==> src/sv/vlcp_pkg.sv <==
// Shared types, constants and helpers of the variable-length code packer.
// No dependencies; used by every module of the block.
`default_nettype none

package vlcp_pkg;

    localparam int WORD_BITS   = 32;
    localparam int CODE_BITS   = 32;
    localparam int TABLE_DEPTH = 256;
    localparam int SYM_W       = $clog2(TABLE_DEPTH);
    localparam int LEN_W       = 6;
    localparam int OUT_BITS_W  = 6;
    localparam int MAX_LEN     = (WORD_BITS < CODE_BITS) ? WORD_BITS : CODE_BITS;
    localparam int FILL_W      = $clog2(WORD_BITS);
    localparam int SUM_W       = $clog2(2 * WORD_BITS) + 1;

    typedef enum logic [1:0] {
        OP_LOAD   = 2'd0,
        OP_ENCODE = 2'd1,
        OP_FLUSH  = 2'd2,
        OP_NONE   = 2'd3
    } op_t;

    // Registered table lookup for the packing stage
    typedef struct packed {
        logic                 hit;
        logic [LEN_W-1:0]     len;
        logic [CODE_BITS-1:0] code;
    } lookup_t;

    // Item held between the lookup and the packing stage
    typedef struct packed {
        logic valid;
        op_t  op;
    } slot_t;

    // Clamp a code length to what a word and a code can hold
    function automatic logic [LEN_W-1:0] sat_len(input logic [LEN_W-1:0] len);
        logic [LEN_W-1:0] res;
        res = (len > LEN_W'(MAX_LEN)) ? LEN_W'(MAX_LEN) : len;
        return res;
    endfunction

    // Keep only the low len bits of a code
    function automatic logic [CODE_BITS-1:0] mask_code(input logic [CODE_BITS-1:0] code,
                                                       input logic [LEN_W-1:0]     len);
        logic [CODE_BITS-1:0] msk;
        if (len >= LEN_W'(CODE_BITS))
            msk = '1;
        else
            msk = ~({CODE_BITS{1'b1}} << len);
        return code & msk;
    endfunction

endpackage

`default_nettype wire

==> src/sv/vlcp_pack_stage.sv <==
// Packing stage: accumulator, fill count and the output register.
// Depends on vlcp_pkg.
`default_nettype none

module vlcp_pack_stage (
    input  wire logic                             clk,
    input  wire logic                             rst_n,
    input  wire vlcp_pkg::slot_t                  slot,
    input  wire vlcp_pkg::lookup_t                lookup,
    output logic                                  advance,
    output logic                                  out_valid,
    input  wire logic                             out_ready,
    output logic [31:0]                           packed_word,
    output logic [vlcp_pkg::OUT_BITS_W-1:0]       valid_bits,
    output logic                                  missing_symbol,
    output logic                                  last
);

    localparam int WB = vlcp_pkg::WORD_BITS;

    logic [WB-1:0]                  acc_reg, acc_next;
    logic [vlcp_pkg::FILL_W-1:0]    fill_reg, fill_next;
    logic                           out_valid_reg, out_valid_next;
    logic [31:0]                    word_reg, word_next;
    logic [vlcp_pkg::OUT_BITS_W-1:0] bits_reg, bits_next;
    logic                           miss_reg, miss_next;
    logic                           last_reg, last_next;

    logic [vlcp_pkg::SUM_W-1:0]     total;
    logic [vlcp_pkg::SUM_W-1:0]     shamt;
    logic [2*WB-1:0]                window;
    logic [WB-1:0]                  merged;
    logic                           fills;
    logic                           has_result;
    logic                           slot_free;

    // Place the code in a two-word window below the bits already held
    always_comb
    begin
        total  = vlcp_pkg::SUM_W'(fill_reg) + vlcp_pkg::SUM_W'(lookup.len);
        shamt  = vlcp_pkg::SUM_W'(2 * WB) - total;
        window = {{WB{1'b0}}, WB'(lookup.code)} << shamt;
        merged = acc_reg | window[2*WB-1:WB];
        fills  = (total >= vlcp_pkg::SUM_W'(WB));
    end

    // Decide whether this item yields a result
    always_comb
    begin
        unique case (slot.op)
            vlcp_pkg::OP_ENCODE: has_result = !lookup.hit ||
                                              ((lookup.len != '0) && fills);
            vlcp_pkg::OP_FLUSH:  has_result = 1'b1;
            vlcp_pkg::OP_LOAD:   has_result = 1'b0;
            vlcp_pkg::OP_NONE:   has_result = 1'b0;
        endcase
    end

    // Advance when the output slot is free or nothing has to go out
    assign slot_free = !out_valid_reg || out_ready;
    assign advance   = slot.valid && (slot_free || !has_result);

    // Next accumulator, fill count and output register
    always_comb
    begin
        acc_next       = acc_reg;
        fill_next      = fill_reg;
        out_valid_next = out_valid_reg && !out_ready;
        word_next      = word_reg;
        bits_next      = bits_reg;
        miss_next      = miss_reg;
        last_next      = last_reg;
        if (advance)
        begin
            unique case (slot.op)
                vlcp_pkg::OP_ENCODE:
                begin
                    if (!lookup.hit)
                    begin
                        word_next = '0;
                        bits_next = '0;
                        miss_next = 1'b1;
                        last_next = 1'b0;
                    end
                    else if (lookup.len != '0)
                    begin
                        if (fills)
                        begin
                            acc_next  = window[WB-1:0];
                            fill_next = vlcp_pkg::FILL_W'(total - vlcp_pkg::SUM_W'(WB));
                            word_next = 32'(merged);
                            bits_next = vlcp_pkg::OUT_BITS_W'(WB);
                            miss_next = 1'b0;
                            last_next = 1'b0;
                        end
                        else
                        begin
                            acc_next  = merged;
                            fill_next = vlcp_pkg::FILL_W'(total);
                        end
                    end
                end
                vlcp_pkg::OP_FLUSH:
                begin
                    word_next = 32'(acc_reg);
                    bits_next = vlcp_pkg::OUT_BITS_W'(fill_reg);
                    miss_next = 1'b0;
                    last_next = 1'b1;
                    acc_next  = '0;
                    fill_next = '0;
                end
                vlcp_pkg::OP_LOAD:
                begin
                end
                vlcp_pkg::OP_NONE:
                begin
                end
            endcase
            if (has_result)
            begin
                out_valid_next = 1'b1;
            end
        end
    end

    // Hold control state
    always_ff @(posedge clk or negedge rst_n)
    begin
        if (!rst_n)
        begin
            acc_reg       <= '0;
            fill_reg      <= '0;
            out_valid_reg <= 1'b0;
        end
        else
        begin
            acc_reg       <= acc_next;
            fill_reg      <= fill_next;
            out_valid_reg <= out_valid_next;
        end
    end

    // Hold the result payload
    always_ff @(posedge clk)
    begin
        word_reg <= word_next;
        bits_reg <= bits_next;
        miss_reg <= miss_next;
        last_reg <= last_next;
    end

    assign out_valid      = out_valid_reg;
    assign packed_word    = word_reg;
    assign valid_bits     = bits_reg;
    assign missing_symbol = miss_reg;
    assign last           = last_reg;

endmodule

`default_nettype wire

==> config.mk <==
export PLATFORM = sky130hd
export DESIGN_NAME = vlcp_pack_stage
export DESIGN_NICKNAME = d
export VERILOG_FILES = /design/src/sv/vlcp_pkg.sv /design/src/sv/vlcp_pack_stage.sv
export SDC_FILE = /design/constraint.sdc
export NUM_CORES = 1
export LEC_CHECK = 0
export BUFFER_PORTS_ARGS = -buffer_cell sky130_fd_sc_hd__buf_2
export CORE_MARGIN = 3
export CORE_UTILIZATION = 54
export DETAILED_ROUTE_END_ITERATION = 10
export PLACE_DENSITY = 0.78
export SKIP_LAST_GASP = 1
export SLEW_MARGIN = 20
export SYNTH_ARGS = -nofsm -noshare
export SYNTH_HDL_FRONTEND = slang
export SYNTH_SLANG_ARGS = --single-unit
==> constraint.sdc <==
create_clock -name clk -period 4.25 [get_ports clk]
set_input_delay 0.425 -clock clk [delete_from_list [all_inputs] [get_ports clk]]
set_output_delay 0.425 -clock clk [all_outputs]
set_load 0.01 [all_outputs]
* Word level (Yosys, flattened, before mapping)
Cells that the tools add are included.
Storage, ports and cells: flip-flop bits (word level) 78, input port bits 45
Cells by class: add/sub/neg operators 3, $lt $le $gt $ge 1, equal/unequal tests 7, shift-type cells 1, mux-type cells 25, bitwise logic cells 1, reductions and logical operators 16
Operator list (number):
- $mux 32 | 6
- $pmux 32 s2 | 2
- $shl 32x7->64 | 1
- $or 32x32->32 | 1
- $mux 6 | 3
- $mux 5 | 3
- $pmux 6 s2 | 1
- $pmux 5 s2 | 1
- $reduce_and 4->1 | 2
- $add 5x6->7 | 1
- $ge 7x6->1 const B | 1
- $sub 7x7->7 const A | 1
- $mux 1 | 6
- $ne 3x3->1 const B | 2
- $reduce_bool 6->1 | 1
- $sub 5x1->5 const B | 1
- $eq 2x2->1 const B | 2
- $logic_not 1->1 | 4
- $ne 2x2->1 const B | 2
- $pmux 1 s2 | 2
- $logic_and 1x1->1 | 3
- $logic_or 1x1->1 | 3
- $pmux 1 s3 | 1
- $eq 2x1->1 const B | 1
- other kinds (3) | 3

* Logic depth before layout (Yosys ltp)
Gate-level depths: netlist of the first run.
word-level depth 9, gate-level depth with buffers 16

* Worst setup path before layout of the first run
Ideal clock, no wire load.
path kind input-to-reg, from in lookup[32] (netlist bit), to reg last_reg (netlist: last), enable pin, library setup time 0.437 ns, data arrival time 4.382 ns, data required time 3.813 ns, setup slack -0.570 ns, stages on the path 11, path buffers 2, cell sequence ha_1 > fa_1 > and3_1 > or4_1 > o2bb2ai_1 > buf_2 > buf_1 > nor2_1 > nor2_1 > nand2_1 > nor2_1
On the way: word-level cells in the longest chain between the ends 9, elaborated cells between the ends (all ways) 12
RTL lines:
- from (decl) | RTL line vlcp_pack_stage.sv:9 | input wire vlcp_pkg::lookup_t lookup,
- $add 5x6->7 | RTL line vlcp_pack_stage.sv:40 | total = vlcp_pkg::SUM_W'(fill_reg) + vlcp_pkg::SUM_W'(lookup.len);
- $ge 7x6->1 | RTL line vlcp_pack_stage.sv:44 | fills = (total >= vlcp_pkg::SUM_W'(WB));
- $logic_and 1x1->1 * | RTL line vlcp_pack_stage.sv:52 | ((lookup.len != '0) && fills);
- $logic_or 1x1->1 * | RTL line vlcp_pack_stage.sv:51 | vlcp_pkg::OP_ENCODE: has_result = !lookup.hit ||
- $pmux 1 s3 * | RTL line vlcp_pack_stage.sv:50 | unique case (slot.op)
- $logic_not 1->1 * | RTL line vlcp_pack_stage.sv:61 | assign advance = slot.valid && (slot_free || !has_result);
- $logic_or 1x1->1 * | RTL line vlcp_pack_stage.sv:61
- $logic_and 1x1->1 * | RTL line vlcp_pack_stage.sv:61
- net advance | RTL line vlcp_pack_stage.sv:10 | output logic advance,
- $reduce_and 4->1 (no source line) *
- to (signal assigned) | RTL line vlcp_pack_stage.sv:149 | last_reg <= last_next;
- to (decl) | RTL line vlcp_pack_stage.sv:27 | logic last_reg, last_next;
Mark *: on every way through the listed nets, which the timed path passes. The rest lies on a longest branch. A chain may end at the register's enable or synchronous reset.

* Final worst setup path of the first run
from reg fill_reg[0] (netlist bit), to reg word_reg[10] (netlist: packed_word[10]), data pin
On the way: word-level cells in the longest chain between the ends 8
RTL lines:
- from (decl) | RTL line vlcp_pack_stage.sv:22 | logic [vlcp_pkg::FILL_W-1:0] fill_reg, fill_next;
- from (signal assigned) | RTL line vlcp_pack_stage.sv:138 | fill_reg <= fill_next;
- $add 5x6->7 | RTL line vlcp_pack_stage.sv:40
- $sub 7x7->7 | RTL line vlcp_pack_stage.sv:41 | shamt = vlcp_pkg::SUM_W'(2 * WB) - total;
- $shl 32x7->64 | RTL line vlcp_pack_stage.sv:42 | window = {{WB{1'b0}}, WB'(lookup.code)} << shamt;
- $or 32x32->32 | RTL line vlcp_pack_stage.sv:43 | merged = acc_reg | window[2*WB-1:WB];
- $mux 32 | RTL line vlcp_pack_stage.sv:87 | if (fills)
- $mux 32 | RTL line vlcp_pack_stage.sv:85 | else if (lookup.len != '0)
- $mux 32 | RTL line vlcp_pack_stage.sv:78 | if (!lookup.hit)
- $pmux 32 s2 | RTL line vlcp_pack_stage.sv:75 | unique case (slot.op)
- to (signal assigned) | RTL line vlcp_pack_stage.sv:146 | word_reg <= word_next;
- to (decl) | RTL line vlcp_pack_stage.sv:24 | logic [31:0] word_reg, word_next;
No other way between the ends. The select of a mux whose other input is x is not followed.

==> summary.md, run 1 <==
| Metric | Value |
|---|---|
| # diodes | 0 |
| Cell mode on critical path | nor3_1 |
| Synth cell types | 77 |
| Final Instance Count excl. Fillers | 905 |
| Starting Density | 0.560 |
| Mapped Cells | 683 |
| Pre-CTS setup slack | 0.364 ns |
| Pins over their slew limit | 0 |
| Startpoint types | flip-flop |
| Placed Instances | 889 |
| PortBufs | 86 |
| Remaining Overflow, GRT | 0 |
| Chip width | 116 um |
| Final setup fails | 0 |
| Global-route wire length before repair | 30.9 mm |
| Initial antenna violation count | 0 |
| Setup WS post-layout | 0.455 ns |
| Post-synth ARST share | 0.487 |
| Final Skew | 0.00575 ns |
| Area delta synth->final | 14.2% |
| Worst-path clk slew | 0.06 ns |
| Vias in the first global route | 5526 |
| DRT iter0 DRCs | 770 |
| Final TNS setup | 0 ns |
| Worst-Skew Late Latency | 0.35 ns |
| Layout cell share with drive strength beyond 1 | 0.253 |
| Synth Flop Type | edfxtp_1 |
| Nets | 812 |
| Via Count | 5841 |
| Die height | 116 um |
| H-tree depth | 3 |
| Setup repair bufs after CTS | 0 |
| Post-synth EDFFs | 40 |
| Slowest CP cell | xnor2_2 |
| Wirelength, routed | 19.4 mm |
| Clk sinks | 78 |
| Yosys Warn Count | 0 |
| Hold WS | 0.242 ns |
| RSZ-0062 raised after global routing | no |
| CP max stage delay | 0.72 ns |
| Flops & latches, synth | 78 |
| Antenna Nets Post-Route | 0 |
| # rows | 39 |
| Total global-route track usage | 0.301 |
| Worst Setup End Kind | flip-flop |
| CTS resizes | 0 |
| Num CTS Buffers | 9 |
| CP Class | flip-flop to flip-flop |
| Max-capacitance violation count | 0 |
| Post-synth net total | 738 |
| Gp weighted congestion | 1.01 |
| Status | complete, no violations |
| CP Cell Sequence | ha_2, fa_1, and3_1, nor3_1, nor2_1, xnor2_2, buf_4, nand2_1, o31ai_1, a221oi_1, nor3_1 |
| Largest net degree at the start of global routing | 41 |
| Clock Tree Root | clkbuf_16 |
| Hold Fails Final Rpt | 0 |
| TritonCTS clock tree | built |
| # IOs | 87 |
| CP Data Required Time | 4.42 ns |
| Fill cell count | 950 |
| Worst hold path class | input pin to async pin |
| Max_slew headroom | 0.329 |
| CTS Buffer Depth | 2 |
| Via density | 6.45 |
| Total core area | 11600 um^2 |
| Peak Freq | 0.264 GHz |
| Area of the mapped netlist | 6480 um^2 |
| Worst slew pin tran | 1.01 ns |
| Crit path time final | 3.79 ns |
| Hold_buf cts | 0 |
| Register area share after synthesis | 0.332 |
| WL/cell | 21.4 um |
| Syn_area_per_cell | 9.48 um^2 |
| Fin crit share | 0.893 |
| DRC errors left | 0 |
| Die area | 13300 um^2 |
| Post-DP HPWL | 14.7 mm |
| Pre-antenna DRT Iters | 5 |
| CP arrival | 3.97 ns |
| Worst-path maximum fanout | 18 |
-- placed cells by master, fill, tap and decap left out, types with 20 or more instances in the layout --
master     n
a21oi_1   42
buf_2     86
dfrtp_1   38
nand2_1   90
edfxtp_1  40
mux4_2    20
nor3_1    22
mux2i_1   81
nor2_1    42
buf_4     24
o21ai_0   29
-- area by class of cell --
class                      instances  area, um^2  share of cell area
tap                              143         179              0.0242
clock buffer                      10         229              0.0310
timing repair buffer             114         691              0.0934
sequential                        78        2150               0.291
clock inverter                     6        38.8             0.00524
multi-input combinational        544        4070               0.550
inverter                          10        37.5             0.00508
-- cells by family after synthesis --
| group | share of synthesized area |
|---|---|
| buf+inv | 0.0444 |
| mux | 0.209 |
| fa+ha+maj | 0.0205 |
| simple gates | 0.172 |
| compound gates | 0.201 |
| xor+xnor | 0.0213 |
| flops | 0.332 |
-- stage by stage --
step | area (um^2) | utilization
finish | 7400 | 0.640
global route | 7400 | 0.640
CTS | 7400 | 0.640
detailed placement | 7130 | 0.616
global placement | 7130 | 0.616
floorplan | 6480 | -
-- synth_stat cells, types with 4 or more instances --
library cell,n,area [um^2]
dfrtp_1,38,951
nor2b_1,11,68.8
o21a_1,4,30.0
nand3_1,17,85.1
clkbuf_1,16,60.1
a21oi_1,42,210
o31ai_1,11,82.6
nand2b_1,8,50.1
and3_1,5,31.3
buf_2,23,115
a22oi_1,8,60.1
a31o_2,7,61.3
ha_1,9,113
buf_4,6,45.0
or2_2,4,25.0
nand2_1,90,338
buf_1,5,18.8
edfxtp_1,40,1200
o21ai_0,30,150
o211ai_1,8,60.1
mux2_2,8,90.1
a221oi_1,6,52.6
nor3_1,22,110
mux2i_1,81,811
nor2_1,43,161
or3_1,4,25.0
and2_1,12,75.1
a22o_1,15,131
mux4_2,20,450
a31oi_1,9,56.3
inv_1,10,37.5
o22ai_1,5,31.3
-- final timing paths --
path / start / end / slack (ns) / cells past startpoint
worst max register to register: fill_reg[0]$_DFFE_PN0P_ / packed_word[10]$_DFFE_PP_ / 0.46 / 11
max in group asynchronous: rst_n / acc_reg[16]$_DFFE_PN0P_ / 3.37 / 1
worst min-delay path: rst_n / acc_reg[26]$_DFFE_PN0P_ / 0.24 / 1
worst min register to register: acc_reg[23]$_DFFE_PN0P_ / acc_reg[23]$_DFFE_PN0P_ / 0.48 / 2
min in group clk: slot[2] / out_valid$_DFF_PN0_ / 0.45 / 4
worst max-delay path: fill_reg[0]$_DFFE_PN0P_ / packed_word[10]$_DFFE_PP_ / 0.46 / 11
-- routing by layer --
| layer | wire, um | track usage | vias up |
|---|---|---|---|
| li1 | - | - | 2722 |
| met1 | 8820 | 0.429 | 2865 |
| met2 | 8790 | 0.463 | 223 |
| met3 | 1300 | 0.0621 | 31 |
| met4 | 458 | 0.0923 | 0 |
| met5 | 0 | 0 | - |
-- critical path, delay by kind of cell, from the launching register on --
| kind | cells | cell delay [ns] |
|---|---|---|
| buf+inv | 1 | 0.29 |
| flops | 1 | 0.40 |
| simple gates | 5 | 1.17 |
| compound gates | 2 | 0.34 |
| xor+xnor | 1 | 0.72 |
| fa+ha+maj | 2 | 0.71 |
Power of run 1 is not shown: default switching activity piles up to over one toggle a cycle in this logic, so the estimate is an artifact.
==> run 2: changes to the inputs <==
Settings changed: BUFFER_PORTS_ARGS -buffer_cell sky130_fd_sc_hd__buf_2 to -buffer_cell sky130_fd_sc_hd__clkbuf_2.
==> run 2 against run 1 <==
Effect of this change: clock skew barely moved; count of clock-buffer cells in the layout did not move; critical path type unchanged; flip-flop and latch count did not move; sequential share of layout area shrank 0.20 points; wire length is 3.4% higher; global-route usage rose by 0.87 points; cell count is 0.22% higher; non-clock buffer count rose by 2; register-to-register slack got worse by 0.10 ns; critical path depth up 1; die area unchanged; core utilization increased by 0.43 points.
==> summary.md, run 2 (synthesized netlist as in run 1, its figures left out) <==
| Metric | Value |
|---|---|
| DRT iter0 DRCs | 674 (-12%) |
| Worst-path maximum fanout | 13 (-5) |
| CP Data Required Time | 4.33 ns (-0.09 ns) |
| Setup WS post-layout | 0.353 ns (-0.102 ns) |
| Vias in the first global route | 5764 (+4.3%) |
| WL met3 | 1.57 mm (+20%) |
| TritonCTS clock tree | built |
| Nets | 814 (+0.25%) |
| Final Skew | 0.00581 ns (+0.0000595 ns) |
| Peak Freq | 0.257 GHz (-2.6%) |
| CTS resizes | 0 (unchanged) |
| Area delta synth->final | 15.0% |
| Clk sinks | 78 (unchanged) |
| Crit path time final | 3.90 ns (+0.102 ns) |
| Die area | 13300 um^2 (unchanged) |
| Fill cell count | 964 (+1.5%) |
| Worst Setup End Kind | flip-flop |
| Critical path's top delay family | adder cells |
| Fin crit share | 0.917 (+0.0240) |
| CP Class | flip-flop to flip-flop |
| RSZ-0062 raised after global routing | no |
| Design Area, Final | 7450 um^2 (+0.68%) |
| Largest net degree at the start of global routing | 40 (-2.4%) |
| Chip width | 116 um (unchanged) |
| Fin util | 0.644 (+0.00433) |
| Status | complete, no violations |
| Clock Tree Root | clkbuf_16 |
| Worst-Skew Late Latency | 0.36 ns (about the same) |
| CP bufs+invs | 2 (+1) |
| Layout cell share with drive strength beyond 1 | 0.255 (+0.00195) |
| H-tree depth | 3 (unchanged) |
| # rows | 39 (unchanged) |
| # IOs | 87 (unchanged) |
| Final setup fails | 0 (unchanged) |
| WL/cell | 22.1 um (+3.1%) |
| Max-capacitance violation count | 0 (unchanged) |
| CP Cell Sequence | ha_2, fa_1, inv_1, ha_1, xor3_1, buf_4, mux2i_1, mux2i_1, nand2_1, o31ai_1, a221oi_1, nor3_1 |
| # diodes | 0 (unchanged) |
| DR top layer | met4 |
| Max_slew headroom | 0.346 (+0.0172) |
| Hold Fails Final Rpt | 0 (unchanged) |
| Slowest CP cell | xor3_1 |
| Commonest cells after routing, fill and taps aside | nand2_1 (90), clkbuf_2 (85), mux2i_1 (81) |
| Total global-route track usage | 0.310 (+0.00873) |
| Cell mode on critical path | mux2i_1 |
| Worst slew pin tran | 0.981 ns (-0.0258 ns) |
| CP max stage delay | 0.71 ns (about the same) |
| DR WL met2 | 9.24 mm (+5.2%) |
| PortBufs | 86 (unchanged) |
| CP arrival | 3.98 ns (about the same) |
| Wirelength, routed | 20.0 mm (+3.4%) |
| Hold_buf cts | 0 (unchanged) |
| Remaining Overflow, GRT | 0 (unchanged) |
| Commonest non-fill, non-tap cell in the layout | nand2_1 |
| Dpl cell area | 7130 um^2 (about the same) |
| DRC errors left | 0 (unchanged) |
| Via density | 6.59 (+2.1%) |
| Total core area | 11600 um^2 (unchanged) |
| Post-DP HPWL | 15.3 mm (+4.3%) |
| Antenna Nets Post-Route | 0 (unchanged) |
| Num CTS Buffers | 9 (unchanged) |
| Via Count | 5975 (+2.3%) |
| Pre-antenna DRT Iters | 5 (unchanged) |
| Met1 wire length | 8.79 mm (-0.37%) |
| Worst hold path class | input pin to async pin |
| Die height | 116 um (unchanged) |
| Starting Density | 0.560 (unchanged) |
| Final TNS setup | 0 ns (unchanged) |
| Startpoint types | flip-flop |
| CTS Buffer Depth | 2 (unchanged) |
| Pins over their slew limit | 0 (unchanged) |
| Pre-CTS setup slack | 0.270 ns (-0.0940 ns) |
| Worst-path clk slew | 0.06 ns (about the same) |
| Initial antenna violation count | 0 (unchanged) |
| Global-route wire length before repair | 31.7 mm (+2.7%) |
| Gp weighted congestion | 0.958 (-5.3%) |
| Setup repair bufs after CTS | 0 (unchanged) |
run 2: cell count changes in the layout (fill, tap and decap cells not counted), moves of 2 or more:
cell / before / now
bufinv_16: 0 / 2
buf_2: 86 / 1
clkbuf_2: 0 / 85
buf_4: 24 / 27
run 2: worst paths after layout:
kind,start,to,slack [ns],depth (start not counted)
setup / recovery,fill_reg[0]$_DFFE_PN0P_,packed_word[16]$_DFFE_PP_,0.35,12
hold / removal,rst_n,acc_reg[27]$_DFFE_PN0P_,0.23,1
setup reg to reg,fill_reg[0]$_DFFE_PN0P_,packed_word[16]$_DFFE_PP_,0.35,12
hold reg to reg,acc_reg[27]$_DFFE_PN0P_,acc_reg[27]$_DFFE_PN0P_,0.49,2
max in group asynchronous,rst_n,acc_reg[16]$_DFFE_PN0P_,3.41,1
min in group clk,lookup[38],out_valid$_DFF_PN0_,0.44,3
run 2: cell type report:
type	count	area, um^2	share of cell area
clock buffers	10	229	0.0308
clock inverters	6	86.3	0.0116
inverters	10	37.5	0.00504
multi-input cells	544	4070	0.546
flip-flops and latches	78	2150	0.289
well taps	143	179	0.0240
repair buffers	116	693	0.0931
run 2: routing by layer:
layer / vias to the layer above / track usage
met5: - / 0
met4: 0 / 0.0939
met3: 32 / 0.0705
met2: 310 / 0.485
met1: 2891 / 0.431
li1: 2742 / -
run 2: stage by stage:
step | std cells | hold WS [ns]
after floorplan | 683 | 0.129
after global placement | 891 | 0.466
after detailed placement | 891 | 0.476
after CTS | 907 | 0.284
after global routing | 907 | 0.284
final | 907 | 0.229
Power of run 2 is left out for the same reason.
==> run 3: changes to the inputs <==
==> constraint.sdc (replaced) <==
create_clock -name clk -period 4.25 [get_ports clk]
set_input_delay 0.2125 -clock clk [delete_from_list [all_inputs] [get_ports clk]]
set_output_delay 0.2125 -clock clk [all_outputs]
set_load 0.01 [all_outputs]
==> run 3 against run 2 <==
Effect of this change: worst hold slack worse by 0.21 ns; clock skew increased by 0.0053 ns; design area decreased by 0.59%; highest routed layer unchanged; critical path depth shrank 1; global-route usage fell by 0.86 points; count of clock-buffer cells in the layout up 1; flip-flop and latch count is the same; wire length down 0.42%; register-to-register slack got worse by 0.11 ns; maximum frequency is 2.6% lower; via count down 0.85%.
==> summary.md, run 3 (synthesized netlist as in run 1, its figures left out) <==
| Metric | Value |
|---|---|
| Post-DP HPWL | 14.7 mm (-4.1%) |
| Hold Fails Final Rpt | 0 (unchanged) |
| Via density | 6.60 (+0.14%) |
| Final setup fails | 0 (unchanged) |
| Critical path's top delay family | adder cells |
| Cell mode on critical path | mux2i_1 |
| Nets | 805 (-1.1%) |
| Final Skew | 0.0111 ns (+0.00533 ns) |
| CP arrival | 4.11 ns (+0.13 ns) |
| Total core area | 11600 um^2 (unchanged) |
| Wirelength, routed | 19.9 mm (-0.42%) |
| Worst hold path class | input pin to async pin |
| Final TNS setup | 0 ns (unchanged) |
| Total global-route track usage | 0.301 (-0.00860) |
| Pre-antenna DRT Iters | 5 (unchanged) |
| DRT iter0 DRCs | 724 (+7.4%) |
| Chip width | 116 um (unchanged) |
| DRC errors left | 0 (unchanged) |
| Worst-path clk slew | 0.07 ns (about the same) |
| Worst Setup End Kind | flip-flop |
| # IOs | 87 (unchanged) |
| Peak Freq | 0.250 GHz (-2.6%) |
| Worst slew pin tran | 0.992 ns (+0.0110 ns) |
| CP max stage delay | 0.87 ns (+0.16 ns) |
| CP Cell Sequence | ha_2, fa_1, inv_1, ha_1, xor3_1, nor3_1, a21oi_1, mux2i_1, mux2i_1, o22ai_1, a22o_1 |
| Die area | 13300 um^2 (unchanged) |
| CTS Buffer Depth | 2 (unchanged) |
| Global-route wire length before repair | 30.8 mm (-3.0%) |
| PortBufs | 86 (unchanged) |
| Worst-Skew Late Latency | 0.36 ns (about the same) |
| Max-capacitance violation count | 0 (unchanged) |
| # rows | 39 (unchanged) |
| Num CTS Buffers | 9 (unchanged) |
| Initial antenna violation count | 0 (unchanged) |
| Die height | 116 um (unchanged) |
| CP bufs+invs | 1 (-1) |
| Clock Tree Root | clkbuf_16 |
| CP Class | flip-flop to flip-flop |
| Status | complete, no violations |
| Startpoint types | flip-flop |
| Setup repair bufs after CTS | 0 (unchanged) |
| Clk sinks | 78 (unchanged) |
| Commonest cells after routing, fill and taps aside | nand2_1 (90), clkbuf_2 (85), mux2i_1 (81) |
| Largest net degree at the start of global routing | 56 (+40%) |
| Crit path time final | 4.00 ns (+0.106 ns) |
| Area delta synth->final | 14.3% |
| CTS resizes | 0 (unchanged) |
| Vias in the first global route | 5541 (-3.9%) |
| Pins over their slew limit | 0 (unchanged) |
| Max_slew headroom | 0.339 (-0.00731) |
| H-tree depth | 3 (unchanged) |
| WL/cell | 22.2 um (+0.57%) |
| Commonest non-fill, non-tap cell in the layout | nand2_1 |
| Worst-path maximum fanout | 17 (+4) |
| TritonCTS clock tree | built |
| CP Data Required Time | 4.35 ns (+0.02 ns) |
| RSZ-0062 raised after global routing | no |
| Via Count | 5924 (-0.85%) |
| # diodes | 0 (unchanged) |
| Fin crit share | 0.942 (+0.0249) |
| Antenna Nets Post-Route | 0 (unchanged) |
| Remaining Overflow, GRT | 0 (unchanged) |
| Gp weighted congestion | 0.941 (-1.7%) |
| Slowest CP cell | xor3_1 |
| Layout cell share with drive strength beyond 1 | 0.248 (-0.00755) |
| Starting Density | 0.560 (unchanged) |
| Hold_buf cts | 0 (unchanged) |
run 3: cell count changes in the layout (fill, tap and decap cells not counted), sizes merged:
cell / delta
buf: -9
clkinvlp: +2
clkbuf: +1
clkinv: -2
bufinv: -1
run 3: metal layers:
metal	global-route usage	part of all wire	vias to the layer above
li1	-	-	2726
met1	0.435	0.44	2805
met2	0.439	0.44	335
met3	0.0486	0.084	58
met4	0.149	0.041	0
met5	0	0	-
run 3: worst paths after layout:
check                      slack, ns  depth (start not counted)                     from                        end
hold / removal                  0.02                          1                    rst_n    acc_reg[27]$_DFFE_PN0P_
setup reg to reg                0.25                         11  fill_reg[0]$_DFFE_PN0P_  packed_word[29]$_DFFE_PP_
min in group clk                0.24                          4                  slot[2]        out_valid$_DFF_PN0_
hold reg to reg                 0.49                          2  acc_reg[27]$_DFFE_PN0P_    acc_reg[27]$_DFFE_PN0P_
setup / recovery                0.25                         11  fill_reg[0]$_DFFE_PN0P_  packed_word[29]$_DFFE_PP_
max in group asynchronous       3.60                          1                    rst_n    acc_reg[22]$_DFFE_PN0P_
run 3: per-stage QoR:
| stage | cell area, um^2 | worst slack, ns | hold slack, ns | util | instances |
|---|---|---|---|---|---|
| after global placement | 7100 | 0.445 | 0.461 | 0.614 | 882 |
| after floorplan | 6480 | 0.142 | -0.0831 | - | 683 |
| after detailed placement | 7100 | 0.335 | 0.471 | 0.614 | 882 |
| final | 7400 | 0.247 | 0.0203 | 0.640 | 898 |
| after CTS | 7400 | 0.316 | 0.100 | 0.640 | 898 |
| after global routing | 7400 | 0.00662 | 0.0841 | 0.640 | 898 |
run 3: final cells by class:
class,count,area [um^2]
clock buffers,11,243
clock inverters,5,58.8
fillers,938,4160
inverters,10,37.5
multi-input cells,544,4070
flip-flops and latches,78,2150
well taps,143,179
repair buffers,107,663
run 3: worst register-to-register path, delay by kind of cell, from the launching register on:
kind	cells	cell delay [ns]
buf+inv	1	0.09
flops	1	0.40
mux	2	0.54
xor+xnor	1	0.87
simple gates	1	0.11
compound gates	3	0.70
fa+ha+maj	3	1.05
Power of run 3 is left out for the same reason.
